File: src/rtl/core/bpc_pkg.sv
// ----------------------------------------------------------------------------
// bpc_pkg
// Types and constants shared by the buffer pool controller modules.
// ----------------------------------------------------------------------------
package bpc_pkg;

  localparam int FRAMES = 16;
  localparam int FIDX_W = $clog2(FRAMES);
  localparam int LINK_W = $clog2(FRAMES + 1);
  localparam int CNT_W  = $clog2(FRAMES + 1);
  localparam int FILE_W = 4;
  localparam int PAGE_W = 32;
  localparam int PIN_W  = 8;

  localparam logic [LINK_W-1:0] NONE_LINK = LINK_W'(FRAMES);
  localparam logic [PIN_W-1:0]  PIN_MAX   = {PIN_W{1'b1}};

  typedef enum logic [2:0] {
    CMD_READ    = 3'd0,
    CMD_WRITE   = 3'd1,
    CMD_INSTALL = 3'd2,
    CMD_FREE    = 3'd3,
    CMD_RELEASE = 3'd4,
    CMD_FLUSH   = 3'd5
  } cmd_e;

  typedef enum logic [1:0] {
    ST_OK       = 2'd0,
    ST_NO_FRAME = 2'd1,
    ST_PINNED   = 2'd2,
    ST_ABSENT   = 2'd3
  } status_e;

  typedef enum logic {
    KIND_DONE = 1'b0,
    KIND_WB   = 1'b1
  } kind_e;

  typedef enum logic [3:0] {
    S_IDLE,
    S_SCAN,
    S_VRD,
    S_VCK,
    S_WB,
    S_UNLINK,
    S_LINK,
    S_FACT,
    S_DONE
  } state_e;

  typedef struct packed {
    logic [2:0]        command;
    logic [FILE_W-1:0] file_id;
    logic [PAGE_W-1:0] page_number;
    logic              drop_after_flush;
  } req_t;

  typedef struct packed {
    logic              kind;
    logic [FIDX_W-1:0] frame_no;
    logic [FILE_W-1:0] out_file_id;
    logic [PAGE_W-1:0] out_page_number;
    logic              hit;
    logic              fill_needed;
    logic [1:0]        status;
    logic              last;
  } rsp_t;

  // per-frame record held in the frame memory
  typedef struct packed {
    logic              dirty;
    logic [PIN_W-1:0]  pins;
    logic [FILE_W-1:0] file;
    logic [PAGE_W-1:0] page;
  } rec_t;

  typedef struct packed {
    logic              init;
    logic              unlink;
    logic              link;
    logic [FIDX_W-1:0] frame;
  } lru_ctl_t;

  typedef struct packed {
    logic              init;
    logic              pop;
    logic              push;
    logic [FIDX_W-1:0] frame;
    logic [CNT_W-1:0]  n;
  } fs_ctl_t;

endpackage

File: src/rtl/core/bpc_rec_mem.sv
// ----------------------------------------------------------------------------
// bpc_rec_mem
// Frame record memory: one write port, one read port, registered read data.
// ----------------------------------------------------------------------------
module bpc_rec_mem (
  input  logic                           clk_i,
  input  logic                           we_i,
  input  logic [bpc_pkg::FIDX_W-1:0]     waddr_i,
  input  bpc_pkg::rec_t                  wdata_i,
  input  logic [bpc_pkg::FIDX_W-1:0]     raddr_i,
  output bpc_pkg::rec_t                  rdata_o
);

  bpc_pkg::rec_t mem [bpc_pkg::FRAMES];
  bpc_pkg::rec_t rdata_q;

  always_ff @(posedge clk_i) begin
    if (we_i) begin
      mem[waddr_i] <= wdata_i;
    end
    rdata_q <= mem[raddr_i];
  end

  assign rdata_o = rdata_q;

endmodule

File: src/rtl/core/bpc_lru.sv
// ----------------------------------------------------------------------------
// bpc_lru
// Doubly linked recency list over the frames, oldest to newest.
// ----------------------------------------------------------------------------
module bpc_lru (
  input  logic                          clk_i,
  input  logic                          rst_ni,
  input  bpc_pkg::lru_ctl_t             ctl_i,
  input  logic [bpc_pkg::FIDX_W-1:0]    rd_frame_i,
  output logic [bpc_pkg::LINK_W-1:0]    oldest_o,
  output logic [bpc_pkg::LINK_W-1:0]    newer_o
);

  logic [bpc_pkg::LINK_W-1:0] older_q [bpc_pkg::FRAMES];
  logic [bpc_pkg::LINK_W-1:0] newer_q [bpc_pkg::FRAMES];
  logic [bpc_pkg::LINK_W-1:0] oldest_q, newest_q;
  logic [bpc_pkg::LINK_W-1:0] un_o, un_w;

  assign un_o = older_q[ctl_i.frame];
  assign un_w = newer_q[ctl_i.frame];

  always_ff @(posedge clk_i or negedge rst_ni) begin
    if (!rst_ni) begin
      oldest_q <= bpc_pkg::NONE_LINK;
      newest_q <= bpc_pkg::NONE_LINK;
    end else if (ctl_i.init) begin
      oldest_q <= bpc_pkg::NONE_LINK;
      newest_q <= bpc_pkg::NONE_LINK;
    end else if (ctl_i.unlink) begin
      if (un_o >= bpc_pkg::NONE_LINK) oldest_q <= un_w;
      if (un_w >= bpc_pkg::NONE_LINK) newest_q <= un_o;
    end else if (ctl_i.link) begin
      if (newest_q >= bpc_pkg::NONE_LINK) oldest_q <= bpc_pkg::LINK_W'(ctl_i.frame);
      newest_q <= bpc_pkg::LINK_W'(ctl_i.frame);
    end
  end

  always_ff @(posedge clk_i) begin
    if (ctl_i.unlink) begin
      if (un_o < bpc_pkg::NONE_LINK) newer_q[un_o[bpc_pkg::FIDX_W-1:0]] <= un_w;
      if (un_w < bpc_pkg::NONE_LINK) older_q[un_w[bpc_pkg::FIDX_W-1:0]] <= un_o;
    end else if (ctl_i.link) begin
      older_q[ctl_i.frame] <= newest_q;
      newer_q[ctl_i.frame] <= bpc_pkg::NONE_LINK;
      // newest is never the frame being linked, so the two writes differ
      if (newest_q < bpc_pkg::NONE_LINK) begin
        newer_q[newest_q[bpc_pkg::FIDX_W-1:0]] <= bpc_pkg::LINK_W'(ctl_i.frame);
      end
    end
  end

  assign oldest_o = oldest_q;
  assign newer_o  = newer_q[rd_frame_i];

endmodule

File: src/rtl/core/bpc_free_stack.sv
// ----------------------------------------------------------------------------
// bpc_free_stack
// Stack of free frame indexes, refilled on reset and pool setup.
// ----------------------------------------------------------------------------
module bpc_free_stack (
  input  logic                          clk_i,
  input  logic                          rst_ni,
  input  bpc_pkg::fs_ctl_t              ctl_i,
  output logic [bpc_pkg::FIDX_W-1:0]    top_o,
  output logic [bpc_pkg::CNT_W-1:0]     count_o
);

  logic [bpc_pkg::FIDX_W-1:0] stack_q [bpc_pkg::FRAMES];
  logic [bpc_pkg::CNT_W-1:0]  count_q;
  logic [bpc_pkg::CNT_W-1:0]  top_idx;

  function automatic logic [bpc_pkg::FIDX_W-1:0] fill_entry(
    input logic [bpc_pkg::CNT_W-1:0] n, input int k);
    logic [bpc_pkg::CNT_W-1:0] kk;
    kk = bpc_pkg::CNT_W'(k);
    return (kk < n) ? bpc_pkg::FIDX_W'(n - kk - bpc_pkg::CNT_W'(1)) : '0;
  endfunction

  always_ff @(posedge clk_i or negedge rst_ni) begin
    if (!rst_ni) begin
      count_q <= bpc_pkg::CNT_W'(bpc_pkg::FRAMES);
      for (int k = 0; k < bpc_pkg::FRAMES; k++) begin
        stack_q[k] <= fill_entry(bpc_pkg::CNT_W'(bpc_pkg::FRAMES), k);
      end
    end else if (ctl_i.init) begin
      count_q <= ctl_i.n;
      for (int k = 0; k < bpc_pkg::FRAMES; k++) begin
        stack_q[k] <= fill_entry(ctl_i.n, k);
      end
    end else if (ctl_i.pop) begin
      count_q <= top_idx;
    end else if (ctl_i.push && count_q < bpc_pkg::CNT_W'(bpc_pkg::FRAMES)) begin
      stack_q[count_q[bpc_pkg::FIDX_W-1:0]] <= ctl_i.frame;
      count_q <= count_q + bpc_pkg::CNT_W'(1);
    end
  end

  assign top_idx = count_q - bpc_pkg::CNT_W'(1);
  assign top_o   = stack_q[top_idx[bpc_pkg::FIDX_W-1:0]];
  assign count_o = count_q;

endmodule

File: src/rtl/core/lru_page_buffer_pool_controller.sv
// ----------------------------------------------------------------------------
// lru_page_buffer_pool_controller
// Tag and replacement engine for a fully associative page buffer with pin
// counts, dirty bits, a free stack and LRU eviction of unpinned frames.
//
//   channel   signals                          transfer when
//   request   start, busy, req_i               start & !busy
//   result    rsp_valid_o, rsp_o               rsp_valid_o (one cycle each)
//   config    cfg_valid_i, cfg_ready_o, cfg_data_i   cfg_valid_i & cfg_ready_o
//
// Sequence: the frame memory is scanned one entry per cycle (a hit stops
// early), then relink and completion; a miss with an empty free stack walks
// the LRU list from the oldest frame, reading and checking each frame and
// passing pinned ones, with a write-back for a dirty victim. Flush adds a
// step per matching frame. Each result is held one cycle and cannot be stalled.
// Reset and a config write empty the pool at once; no clearing pass.
// ----------------------------------------------------------------------------
module lru_page_buffer_pool_controller (
  input  logic                 clk_i,
  input  logic                 rst_ni,
  input  logic                 start,
  output logic                 busy,
  input  bpc_pkg::req_t        req_i,
  output logic                 rsp_valid_o,
  output bpc_pkg::rsp_t        rsp_o,
  input  logic                 cfg_valid_i,
  output logic                 cfg_ready_o,
  input  logic [4:0]           cfg_data_i
);

  localparam int FW = bpc_pkg::FIDX_W;
  localparam int CW = bpc_pkg::CNT_W;

  bpc_pkg::state_e state_q, state_d;
  bpc_pkg::req_t   req_q, req_d;
  bpc_pkg::rec_t   cur_rec_q, cur_rec_d, rd_rec, wr_rec;
  bpc_pkg::rsp_t   rsp_q, rsp_d;
  logic            rsp_valid_q, rsp_valid_d;

  logic [bpc_pkg::FRAMES-1:0] valid_q, valid_d;
  logic [CW-1:0]   fiu_q, fiu_new;
  logic [CW-1:0]   idx_q, idx_d;
  logic            chk_v_q, chk_v_d;
  logic [FW-1:0]   chk_idx_q, chk_idx_d;
  logic [FW-1:0]   cur_f_q, cur_f_d;
  logic            hit_q, hit_d, fill_q, fill_d;
  logic [1:0]      st_q, st_d;
  logic [bpc_pkg::LINK_W-1:0] vic_q, vic_d;
  logic [CW-1:0]   steps_q, steps_d;

  logic            mem_we;
  logic [FW-1:0]   mem_raddr;
  bpc_pkg::lru_ctl_t lru_ctl;
  bpc_pkg::fs_ctl_t  fs_ctl;
  logic [bpc_pkg::LINK_W-1:0] lru_oldest, lru_newer;
  logic [FW-1:0]   fs_top;
  logic [CW-1:0]   fs_count;

  logic cfg_we, accept, is_flush, is_lookup, match, scan_end;

  assign busy        = (state_q != bpc_pkg::S_IDLE);
  assign cfg_ready_o = (state_q == bpc_pkg::S_IDLE);
  assign cfg_we      = cfg_valid_i && cfg_ready_o;
  assign accept      = start && !busy;

  // out-of-range pool sizes clamp to 1..FRAMES
  always_comb begin
    fiu_new = cfg_data_i;
    if (cfg_data_i == '0) fiu_new = CW'(1);
    else if (cfg_data_i > CW'(bpc_pkg::FRAMES)) fiu_new = CW'(bpc_pkg::FRAMES);
  end

  assign is_flush  = (req_q.command == bpc_pkg::CMD_FLUSH);
  assign is_lookup = (req_q.command == bpc_pkg::CMD_READ) ||
                     (req_q.command == bpc_pkg::CMD_WRITE) ||
                     (req_q.command == bpc_pkg::CMD_INSTALL);

  assign match = chk_v_q && valid_q[chk_idx_q] && (rd_rec.file == req_q.file_id) &&
                 (is_flush || rd_rec.page == req_q.page_number);
  assign scan_end = !match && ((chk_v_q && chk_idx_q == FW'(bpc_pkg::FRAMES - 1)) ||
                               (!chk_v_q && idx_q == CW'(bpc_pkg::FRAMES)));

  assign mem_raddr = (state_q == bpc_pkg::S_SCAN) ? idx_q[FW-1:0] : vic_q[FW-1:0];

  bpc_rec_mem u_mem (
    .clk_i   (clk_i),
    .we_i    (mem_we),
    .waddr_i (cur_f_q),
    .wdata_i (wr_rec),
    .raddr_i (mem_raddr),
    .rdata_o (rd_rec)
  );

  bpc_lru u_lru (
    .clk_i      (clk_i),
    .rst_ni     (rst_ni),
    .ctl_i      (lru_ctl),
    .rd_frame_i (vic_q[FW-1:0]),
    .oldest_o   (lru_oldest),
    .newer_o    (lru_newer)
  );

  bpc_free_stack u_fs (
    .clk_i   (clk_i),
    .rst_ni  (rst_ni),
    .ctl_i   (fs_ctl),
    .top_o   (fs_top),
    .count_o (fs_count)
  );

  // next state
  always_comb begin
    state_d = state_q;
    unique case (state_q)
      bpc_pkg::S_IDLE: begin
        if (accept) begin
          if (req_i.command > bpc_pkg::CMD_FLUSH) state_d = bpc_pkg::S_DONE;
          else state_d = bpc_pkg::S_SCAN;
        end
      end
      bpc_pkg::S_SCAN: begin
        if (match) begin
          if (is_flush) state_d = bpc_pkg::S_FACT;
          else if (is_lookup) state_d = bpc_pkg::S_UNLINK;
          else if (req_q.command == bpc_pkg::CMD_FREE) begin
            if (rd_rec.pins != '0) state_d = bpc_pkg::S_DONE;
            else if (rd_rec.dirty) state_d = bpc_pkg::S_WB;
            else state_d = bpc_pkg::S_UNLINK;
          end else state_d = bpc_pkg::S_DONE;
        end else if (scan_end) begin
          if (is_lookup) begin
            state_d = (fs_count != '0) ? bpc_pkg::S_LINK : bpc_pkg::S_VRD;
          end else state_d = bpc_pkg::S_DONE;
        end
      end
      bpc_pkg::S_VRD: begin
        state_d = (vic_q >= bpc_pkg::NONE_LINK) ? bpc_pkg::S_DONE : bpc_pkg::S_VCK;
      end
      bpc_pkg::S_VCK: begin
        if (rd_rec.pins != '0) begin
          state_d = (steps_q < CW'(bpc_pkg::FRAMES)) ? bpc_pkg::S_VRD : bpc_pkg::S_DONE;
        end else if (rd_rec.dirty) state_d = bpc_pkg::S_WB;
        else state_d = bpc_pkg::S_UNLINK;
      end
      bpc_pkg::S_WB:     state_d = bpc_pkg::S_UNLINK;
      bpc_pkg::S_UNLINK: state_d = is_lookup ? bpc_pkg::S_LINK : bpc_pkg::S_DONE;
      bpc_pkg::S_LINK:   state_d = bpc_pkg::S_DONE;
      bpc_pkg::S_FACT:   state_d = bpc_pkg::S_SCAN;
      bpc_pkg::S_DONE:   state_d = bpc_pkg::S_IDLE;
      default:           state_d = bpc_pkg::S_IDLE;
    endcase
  end

  // datapath and outputs
  always_comb begin
    req_d       = req_q;
    cur_rec_d   = cur_rec_q;
    valid_d     = valid_q;
    idx_d       = idx_q;
    chk_v_d     = 1'b0;
    chk_idx_d   = chk_idx_q;
    cur_f_d     = cur_f_q;
    hit_d       = hit_q;
    fill_d      = fill_q;
    st_d        = st_q;
    vic_d       = vic_q;
    steps_d     = steps_q;
    rsp_valid_d = 1'b0;
    rsp_d       = rsp_q;
    mem_we      = 1'b0;
    wr_rec      = cur_rec_q;
    lru_ctl     = '{init: cfg_we, unlink: 1'b0, link: 1'b0, frame: cur_f_q};
    fs_ctl      = '{init: cfg_we, pop: 1'b0, push: 1'b0, frame: cur_f_q, n: fiu_new};

    unique case (state_q)
      bpc_pkg::S_IDLE: begin
        if (accept) begin
          req_d   = req_i;
          idx_d   = '0;
          cur_f_d = '0;
          hit_d   = 1'b0;
          fill_d  = 1'b0;
          st_d    = bpc_pkg::ST_OK;
        end
      end
      bpc_pkg::S_SCAN: begin
        if (match) begin
          cur_f_d   = chk_idx_q;
          cur_rec_d = rd_rec;
          if (!is_flush) hit_d = 1'b1;
          if (req_q.command == bpc_pkg::CMD_FREE && rd_rec.pins != '0) begin
            st_d = bpc_pkg::ST_PINNED;
          end
        end else if (scan_end) begin
          if (is_lookup) begin
            if (fs_count != '0) begin
              cur_f_d    = fs_top;
              fill_d     = 1'b1;
              fs_ctl.pop = 1'b1;
            end else begin
              vic_d   = lru_oldest;
              steps_d = '0;
            end
          end else if (!is_flush) begin
            st_d = bpc_pkg::ST_ABSENT;
          end
        end else begin
          chk_v_d   = (idx_q != CW'(bpc_pkg::FRAMES));
          chk_idx_d = idx_q[FW-1:0];
          if (idx_q != CW'(bpc_pkg::FRAMES)) idx_d = idx_q + CW'(1);
        end
      end
      bpc_pkg::S_VRD: begin
        if (vic_q >= bpc_pkg::NONE_LINK) st_d = bpc_pkg::ST_NO_FRAME;
      end
      bpc_pkg::S_VCK: begin
        if (rd_rec.pins != '0) begin
          if (steps_q < CW'(bpc_pkg::FRAMES)) begin
            vic_d   = lru_newer;
            steps_d = steps_q + CW'(1);
          end else st_d = bpc_pkg::ST_NO_FRAME;
        end else begin
          cur_f_d   = vic_q[FW-1:0];
          cur_rec_d = rd_rec;
          fill_d    = 1'b1;
        end
      end
      bpc_pkg::S_WB: begin
        rsp_valid_d = 1'b1;
        rsp_d = '{kind: bpc_pkg::KIND_WB, frame_no: cur_f_q,
                  out_file_id: cur_rec_q.file, out_page_number: cur_rec_q.page,
                  hit: 1'b0, fill_needed: 1'b0, status: bpc_pkg::ST_OK, last: 1'b0};
      end
      bpc_pkg::S_UNLINK: begin
        lru_ctl.unlink   = 1'b1;
        valid_d[cur_f_q] = 1'b0;
        // free: frame goes back to the stack
        if (!is_lookup) fs_ctl.push = 1'b1;
      end
      bpc_pkg::S_LINK: begin
        lru_ctl.link     = 1'b1;
        valid_d[cur_f_q] = 1'b1;
        mem_we           = 1'b1;
        if (hit_q) begin
          wr_rec.dirty = cur_rec_q.dirty || (req_q.command == bpc_pkg::CMD_WRITE);
          if (req_q.command == bpc_pkg::CMD_READ && cur_rec_q.pins != bpc_pkg::PIN_MAX) begin
            wr_rec.pins = cur_rec_q.pins + bpc_pkg::PIN_W'(1);
          end
        end else begin
          wr_rec.dirty = (req_q.command == bpc_pkg::CMD_WRITE);
          wr_rec.pins  = (req_q.command == bpc_pkg::CMD_READ) ? bpc_pkg::PIN_W'(1) : '0;
          wr_rec.file  = req_q.file_id;
          wr_rec.page  = req_q.page_number;
        end
      end
      bpc_pkg::S_FACT: begin
        if (cur_rec_q.dirty) begin
          rsp_valid_d  = 1'b1;
          rsp_d = '{kind: bpc_pkg::KIND_WB, frame_no: cur_f_q,
                    out_file_id: cur_rec_q.file, out_page_number: cur_rec_q.page,
                    hit: 1'b0, fill_needed: 1'b0, status: bpc_pkg::ST_OK, last: 1'b0};
          mem_we       = 1'b1;
          wr_rec.dirty = 1'b0;
        end
        if (req_q.drop_after_flush) begin
          if (cur_rec_q.pins != '0) st_d = bpc_pkg::ST_PINNED;
          else begin
            lru_ctl.unlink   = 1'b1;
            valid_d[cur_f_q] = 1'b0;
            fs_ctl.push      = 1'b1;
          end
        end
        idx_d = CW'(cur_f_q) + CW'(1);
      end
      bpc_pkg::S_DONE: begin
        if (req_q.command == bpc_pkg::CMD_RELEASE && hit_q) begin
          mem_we = 1'b1;
          if (cur_rec_q.pins != '0) wr_rec.pins = cur_rec_q.pins - bpc_pkg::PIN_W'(1);
        end
        rsp_valid_d = 1'b1;
        rsp_d = '{kind: bpc_pkg::KIND_DONE, frame_no: is_flush ? '0 : cur_f_q,
                  out_file_id: req_q.file_id,
                  out_page_number: is_flush ? '0 : req_q.page_number,
                  hit: hit_q, fill_needed: fill_q, status: st_q, last: 1'b1};
      end
      default: ;
    endcase
  end

  always_ff @(posedge clk_i or negedge rst_ni) begin
    if (!rst_ni) begin
      state_q     <= bpc_pkg::S_IDLE;
      valid_q     <= '0;
      fiu_q       <= CW'(bpc_pkg::FRAMES);
      rsp_valid_q <= 1'b0;
      chk_v_q     <= 1'b0;
    end else begin
      state_q     <= state_d;
      rsp_valid_q <= rsp_valid_d;
      chk_v_q     <= chk_v_d;
      if (cfg_we) begin
        fiu_q   <= fiu_new;
        valid_q <= '0;
      end else begin
        valid_q <= valid_d;
      end
    end
  end

  always_ff @(posedge clk_i) begin
    req_q     <= req_d;
    cur_rec_q <= cur_rec_d;
    idx_q     <= idx_d;
    chk_idx_q <= chk_idx_d;
    cur_f_q   <= cur_f_d;
    hit_q     <= hit_d;
    fill_q    <= fill_d;
    st_q      <= st_d;
    vic_q     <= vic_d;
    steps_q   <= steps_d;
    rsp_q     <= rsp_d;
  end

  assign rsp_valid_o = rsp_valid_q;
  assign rsp_o       = rsp_q;

  a_free_bound: assert property (@(posedge clk_i) disable iff (!rst_ni)
    fs_count <= fiu_q) else $error("free stack holds more frames than the pool");

  a_install_empty: assert property (@(posedge clk_i) disable iff (!rst_ni)
    (state_q == bpc_pkg::S_LINK && !hit_q) |-> !valid_q[cur_f_q])
    else $error("miss installs into a resident frame");

  a_walk_order: assert property (@(posedge clk_i) disable iff (!rst_ni)
    (state_q == bpc_pkg::S_VCK) |-> $past(state_q == bpc_pkg::S_VRD))
    else $error("victim check without a read");

  a_last_done: assert property (@(posedge clk_i) disable iff (!rst_ni)
    (rsp_valid_q && rsp_q.last) |-> $past(state_q == bpc_pkg::S_DONE))
    else $error("completion outside the done step");

endmodule

File: config.mk
export PLATFORM = sky130hd
export DESIGN_NAME = lru_page_buffer_pool_controller
export DESIGN_NICKNAME = d
export VERILOG_FILES = /design/src/rtl/core/bpc_pkg.sv /design/src/rtl/core/bpc_rec_mem.sv /design/src/rtl/core/bpc_lru.sv /design/src/rtl/core/bpc_free_stack.sv /design/src/rtl/core/lru_page_buffer_pool_controller.sv
export SDC_FILE = /design/constraint.sdc
export NUM_CORES = 2
export LEC_CHECK = 0
export BUFFER_PORTS_ARGS = -buffer_cell sky130_fd_sc_hd__buf_2
export CAP_MARGIN = 0
export CORE_ASPECT_RATIO = 1.5
export CORE_UTILIZATION = 30
export DETAILED_ROUTE_END_ITERATION = 6
export PLACE_DENSITY = 0.47
export SETUP_SLACK_MARGIN = 0.02
export SLEW_MARGIN = 20
export SYNTH_ARGS = -nofsm -noshare
export SYNTH_HDL_FRONTEND = slang
export SYNTH_SLANG_ARGS = --single-unit
File: constraint.sdc
create_clock -name clk_i -period 9.9 [get_ports clk_i]
set_input_delay 0.99 -clock clk_i [delete_from_list [all_inputs] [get_ports clk_i]]
set_output_delay 0.99 -clock clk_i [all_outputs]
set_load 0.005 [all_outputs]
After elaboration in Yosys (flattened, before gate mapping)
Memory sizes are Yosys's and may differ from the RTL's. A register that Yosys moved wholly into a read port is not among the register bits.
Cells that the tools add are included.
{"block": "word_totals", "regBits": 259, "latch_bits": 0, "mem_bits_rw": 880, "rom_bits": 0, "inputBits": 49, "output_inout_bits": 49, "word_cells": 403, "memories": 3}
{"block": "classes", "add_sub_neg": 37, "mul": 0, "div": 0, "magnitude_cmp": 33, "eq_ne": 48, "shifts": 0, "muxes": 170, "n_bitwise": 7, "n_reduce_logical": 58}
{"name": "u_mem.mem", "words": 16, "word_bits": 45, "read_ports": 1, "rd_clocked_by_memory_dff": 1, "write_ports": 1, "line": "bpc_rec_mem.sv:14", "source": "bpc_pkg::rec_t mem [bpc_pkg::FRAMES];"}
{"name": "u_lru.newer_q", "words": 16, "word_bits": 5, "read_ports": 2, "rd_clocked_by_memory_dff": 2, "write_ports": 2, "line": "bpc_lru.sv:15", "source": "logic [bpc_pkg::LINK_W-1:0] newer_q [bpc_pkg::FRAMES];"}
{"name": "u_lru.older_q", "words": 16, "word_bits": 5, "read_ports": 1, "rd_clocked_by_memory_dff": 1, "write_ports": 1, "line": "bpc_lru.sv:14", "source": "logic [bpc_pkg::LINK_W-1:0] older_q [bpc_pkg::FRAMES];"}
{"op": "64-bit 2-to-1 mux", "count": 3}
{"op": "4-bit 2-to-1 mux", "count": 45}
{"op": "5-bit 2-to-1 mux", "count": 32}
{"op": "46-bit one-hot mux with 3 select lines", "count": 1}
{"op": "45-bit 2-to-1 mux", "count": 2}
{"op": "45-bit one-hot mux with 2 select lines", "count": 1}
{"op": "36-bit 2-to-1 mux", "count": 2}
{"op": "64-bit bitwise mux", "count": 1}
{"op": "4-bit by 1-bit subtractor with 4-bit output (second input constant)", "count": 16}
{"op": "16-bit 2-to-1 mux", "count": 3}
{"op": "16-bit one-hot mux with 3 select lines", "count": 1}
{"op": "46-bit 2-to-1 mux", "count": 1}
{"op": "1-bit 2-to-1 mux", "count": 43}
{"op": "4-bit by 5-bit < comparator with 1-bit output (first input constant)", "count": 8}
{"op": "32-bit == test", "count": 1}
{"op": "32-bit 2-to-1 mux", "count": 1}
{"op": "4-bit one-hot mux with 8 select lines", "count": 1}
{"op": "4-bit subtractor (second input constant)", "count": 8}
{"op": "5-bit greater-or-equal comparator (second input constant)", "count": 6}
{"op": "2-bit != test (second input constant)", "count": 15}
{"op": "5-bit < comparator (second input constant)", "count": 5}
{"op": "8-bit 2-to-1 mux", "count": 3}
{"op": "2-bit 2-to-1 mux", "count": 11}
{"op": "3-bit by 5-bit < comparator with 1-bit output (first input constant)", "count": 4}
{"op": "67 further kinds", "count": 139}

Logic depth before layout (Yosys ltp)
{"block": "depth", "ltp_word": 12, "ltp_mapped": 11, "ltp_nobuf": 10}

Modules after synthesis
Synthesis repeated with hierarchy kept, for this count alone.
{"block": "unflattened", "hier_cells": 3074, "area_unflattened_um2": 50618.5}
{"mod": "bpc_rec_mem", "instances": 1, "cells_per_inst": 1166, "area_per_inst_um2": 28222.1, "seq_area_each_um2": 22521.6}
{"mod": "bpc_lru", "instances": 1, "cells_per_inst": 709, "area_per_inst_um2": 9173.8, "seq_area_each_um2": 4897.2}
{"mod": "lru_page_buffer_pool_controller", "instances": 1, "cells_per_inst": 718, "area_per_inst_um2": 8787.2, "seq_area_each_um2": 5295.1}
{"mod": "bpc_free_stack", "instances": 1, "cells_per_inst": 481, "area_per_inst_um2": 4435.5, "seq_area_each_um2": 1767.9}

Worst setup path before layout
No wires, ideal clock.
{"block": "synth_path", "kind": "register to register", "start": "reg chk_idx_q[0]", "end": "reg cur_rec_q[0] (netlist name), enable pin", "setup_time_ps": 515, "arrival_time_ps": 5160, "required_time_ps": 9385, "setup_slack_ps": 4225, "stages_incl_launch_ff": 9, "path_buffers": 2, "synth_period_minus_slack_ps": 5675, "cell_sequence": "edfxtp_1 -> buf_2 -> mux2i_1 -> a221oi_1 -> o21ai_0 -> a21oi_1 -> a21oi_1 -> clkbuf_1 -> a211oi_1"}
{"block": "synth_via", "elab_chain_cells": 7}
{"item": "from (decl)", "line": "lru_page_buffer_pool_controller.sv:44", "source": "logic [FW-1:0] chk_idx_q, chk_idx_d;"}
{"item": "from (signal assigned)", "line": "lru_page_buffer_pool_controller.sv:314", "source": "chk_idx_q <= chk_idx_d;"}
{"item": "1-bit binary-select mux with 4-bit select", "line": "lru_page_buffer_pool_controller.sv:78", "source": "assign match = chk_v_q && valid_q[chk_idx_q] && (rd_rec.file == req_q.file_id) &&"}
{"item": "1-bit 2-to-1 mux (implied by the code)", "line": "lru_page_buffer_pool_controller.sv:78"}
{"item": "1-bit logical AND (3 in a row)", "line": "lru_page_buffer_pool_controller.sv:78"}
{"item": "2-bit != test (no source line)"}
{"item": "3-bit AND reduction (no source line)"}
{"item": "to (signal assigned)", "line": "lru_page_buffer_pool_controller.sv:312", "source": "cur_rec_q <= cur_rec_d;"}
{"item": "to (decl)", "line": "lru_page_buffer_pool_controller.sv:36", "source": "bpc_pkg::rec_t cur_rec_q, cur_rec_d, rd_rec, wr_rec;"}
Every way passes these cells. The select of a mux whose other input is x is not followed.
A chain may end at the register's enable or synchronous reset.

Final worst setup path
{"block": "layout_path", "start": "reg state_q[0]", "end": "reg, netlist name u_mem.rdata_o[44]"}
{"block": "layout_via", "elab_chain_cells": 2}
{"item": "from (decl)", "line": "lru_page_buffer_pool_controller.sv:34", "source": "bpc_pkg::state_e state_q, state_d;"}
{"item": "from (signal assigned)", "line": "lru_page_buffer_pool_controller.sv:292", "source": "state_q <= bpc_pkg::S_IDLE;"}
{"item": "from (signal assigned)", "line": "lru_page_buffer_pool_controller.sv:298", "source": "state_q <= state_d;"}
{"item": "4-bit by 1-bit == test with 1-bit output", "line": "lru_page_buffer_pool_controller.sv:83", "source": "assign mem_raddr = (state_q == bpc_pkg::S_SCAN) ? idx_q[FW-1:0] : vic_q[FW-1:0];"}
{"item": "4-bit 2-to-1 mux", "line": "lru_page_buffer_pool_controller.sv:83"}
Every way passes these cells.

==> summary.txt <==
Run status
  • Outcome: complete, but fails checks
  • Violated checks: antenna rules

Logic synthesis
  • Synth Flop Type: edfxtp_1
  • Post-Syn Nets: 3129
  • Syn_area_per_cell: 16.4 um^2
  • Post-synth EDFFs: 1022
  • Yosys reg bits: 1192
  • Seq/Total Area, Yosys: 68.9%
  • Synth unique cells: 82
  • Share of flip-flops with an asynchronous set or reset: 8.47%
  • Mapped Area: 0.0503 mm^2
  • Yosys warns: 0
  • Mapped Cells: 3061

Worst setup path
  • Setup crit end kind: register
  • Req. time, crit path: 10.45 ns
  • Worst R2R Path Depth: 9
  • Critical path startpoint category: register
  • Launching point of the worst reg2reg path: state_q[0]
  • FF-to-FF End: u_mem.rdata_o[44]
  • CP Class: register to register
  • Worst-path maximum fanout: 126
  • Worst Path Arrival: 5.56 ns
  • First element of the critical path: state_q[0]
  • Reg2reg setup slack: 4.89 ns

Power
  • Max VDD drop: 228 uV
  • Pwr dens: 317 mW/mm^2
  • Leakage: 18.6 nW

Drt
  • Post-DR wirelength/cell: 26.9 um
  • DRT Wirelength: 147000 um
  • Starting DRT DRC Count: 2361
  • Drt first pass iters: 5
  • DRT antenna net count: 1
  • Vias: 28378
  • DR vias/cell: 5.19
  • Drc violations: 0

Timing
  • Final setup fails: 0
  • Period utilization: 50.6%
  • Final hold viol count: 0
  • Min cycle time layout: 5.01 ns
  • Unrepaired setup endpoints after global routing: false
  • Final setup TNS: 0 ns
  • Clk_skew: 0.0800 ns
  • Slew Viols, Final: 0
  • Max-slew headroom: 22.6%
  • Worst Tran Pin Value: 1.15 ns
  • Fmax: 0.200 GHz

Global route
  • Remaining global-route overflow: 0
  • Vias in the first global route: 29481
  • GRT Total Usage: 17.4%
  • Antenna violations before repair: 7
  • Largest net degree at the start of global routing: 127
  • First-pass GRT wire length: 213000 um

CTS
  • CTS tree: yes
  • Root buf cell: clkbuf_16
  • Post-CTS Resized: 0
  • Clk Latency, worst-skew pair: 0.79 ns
  • Post-CTS setup buffer count: 0
  • # H-tree levels: 3
  • Inserted Clock Buffers: 114
  • Clock tree buffer depth: 3
  • Clock-pin slew on the worst setup and hold paths: 0.07 ns
  • CTS sink cnt: 1192
  • Post-cts hold buffer count: 0

Placed design
  • Area post-placement: 0.0535 mm^2
  • Final HPWL DP: 84500 um
  • Placed cells: 5248
  • RePlAce Congestion: 0.855
  • IO Port Bufs: 97

Floorplanning
  • Core Area: 0.166 mm^2
  • DIE AREA: 0.169 mm^2
  • Std-Cell Rows: 183
  • Die Width: 336 um
  • Starting Density: 30.3%
  • Io pins: 98
  • Die H: 503 um

Finish
  • Register area: 0.0346 mm^2
  • Area of the multi-input gates: 0.0150 mm^2
  • Non-filler instance count after layout: 5470
  • Final instance area: 0.0575 mm^2
  • Fillers: 15793
  • Fin nets: 3212
  • Area delta synth->final: 14.4%
  • Most common cell after layout, fill and taps aside: edfxtp_1
  • Most frequent cells in the layout: edfxtp_1, mux4_2, nand2_1
  • Layout cells sized above 1: 24.0%

Worst hold path
  • HP Class: input pin to async pin

Job
  • Max-cap violations: 0
## cell type report
type | instances | area share (%)
clock inverter | 68 | 1.52
timing repair buffer | 162 | 1.74
tap | 2220 | 4.83
sequential | 1192 | 60.2
antenna | 6 | 0.0261
inverter | 30 | 0.196
multi-input combinational | 1644 | 26.1
clock buffer | 148 | 5.41
## how the worst max path moves through the flow
stage,slack [ns],end,cells past startpoint
2_1_floorplan,4.23,cur_rec_q[0],8
3_3_place_gp,5.03,u_mem.rdata_o[14],9
3_5_place_dp,4.97,u_mem.rdata_o[14],9
4_1_cts,4.95,u_mem.rdata_o[44],9
5_1_grt,4.57,u_mem.rdata_o[44],9
6_report,4.89,u_mem.rdata_o[44],9
## logic make-up after synthesis
logic type,share of synthesized area (%)
flops,68.9
simple gates,6.48
compound gates,7.35
mux,14.1
buf+inv,1.81
xor+xnor,0.923
fa+ha+maj,0.473
## sequential cells by signal, indices dropped and copies added (netlist names), 40 cells and up, named ones only
name	cells
u_mem.mem	720
u_lru.newer_q	80
u_mem.rdata_o	45
req_q	40
u_fs.stack_q	64
rsp_o	46
u_lru.older_q	80
cur_rec_q	45
## metrics by stage
step	power, mW	setup WS (ns)	hold slack, ns	utilization [%]
2_1_floorplan	11.4	4.23	0.409	-
3_3_place_gp	13.8	5.03	0.425	32.2
3_5_place_dp	13.8	4.97	0.425	32.3
4_1_cts	18.5	4.95	0.243	34.7
5_1_grt	19.1	4.57	0.322	34.7
6_report	18.2	4.89	0.295	34.7
## where the power goes
group | switching [mW] | internal (mW) | total (mW)
logic | 3.87 | 2.26 | 6.14
clock network | 2.04 | 2.61 | 4.65
registers | 0.589 | 6.86 | 7.45
## Yosys cell counts (8+ instances only)
cell | count | area share [%]
a221oi_1 | 9 | 0.16
nand4_1 | 20 | 0.25
a31oi_1 | 63 | 0.78
buf_2 | 39 | 0.39
o21a_1 | 12 | 0.18
mux2i_1 | 47 | 0.94
dfrtp_1 | 66 | 3.3
a211oi_1 | 75 | 1.1
mux4_2 | 269 | 12
and2_1 | 69 | 0.86
or2_2 | 15 | 0.19
edfxtp_1 | 1022 | 61
nor3_1 | 24 | 0.24
nor4_1 | 16 | 0.20
o21ai_0 | 95 | 0.95
buf_1 | 15 | 0.11
nand3_1 | 50 | 0.50
a21oi_1 | 96 | 0.96
nor2b_1 | 27 | 0.34
mux2_2 | 50 | 1.1
xor2_1 | 39 | 0.68
a22oi_1 | 10 | 0.15
nand2_1 | 239 | 1.8
dfxtp_1 | 69 | 2.7
dfstp_2 | 35 | 1.8
a21o_1 | 8 | 0.12
a22o_1 | 94 | 1.6
a2bb2oi_1 | 11 | 0.19
ha_1 | 19 | 0.47
nor2_1 | 141 | 1.1
clkbuf_1 | 136 | 1.0
nand2b_1 | 17 | 0.21
inv_1 | 27 | 0.20
xnor2_1 | 14 | 0.24
## per-layer routing
layer / up-vias / wire length (um) / GRT usage [%]
li1: 12340 / - / -
met1: 15121 / 61800 / 22.2
met2: 716 / 75100 / 30.5
met3: 195 / 5940 / 2.12
met4: 6 / 3930 / 5.74
met5: - / 41 / 0
## worst max-delay path: stages (launching register included)
cell      delay, ns
dfrtp_1        0.87
nand2b_1       0.14
or2_2          0.50
mux2i_4        0.83
buf_12         0.56
buf_4          0.62
mux4_2         0.38
and2_1         0.16
a211oi_1       0.22
a31oi_1        0.07
Power figures use the tool's default switching activity.
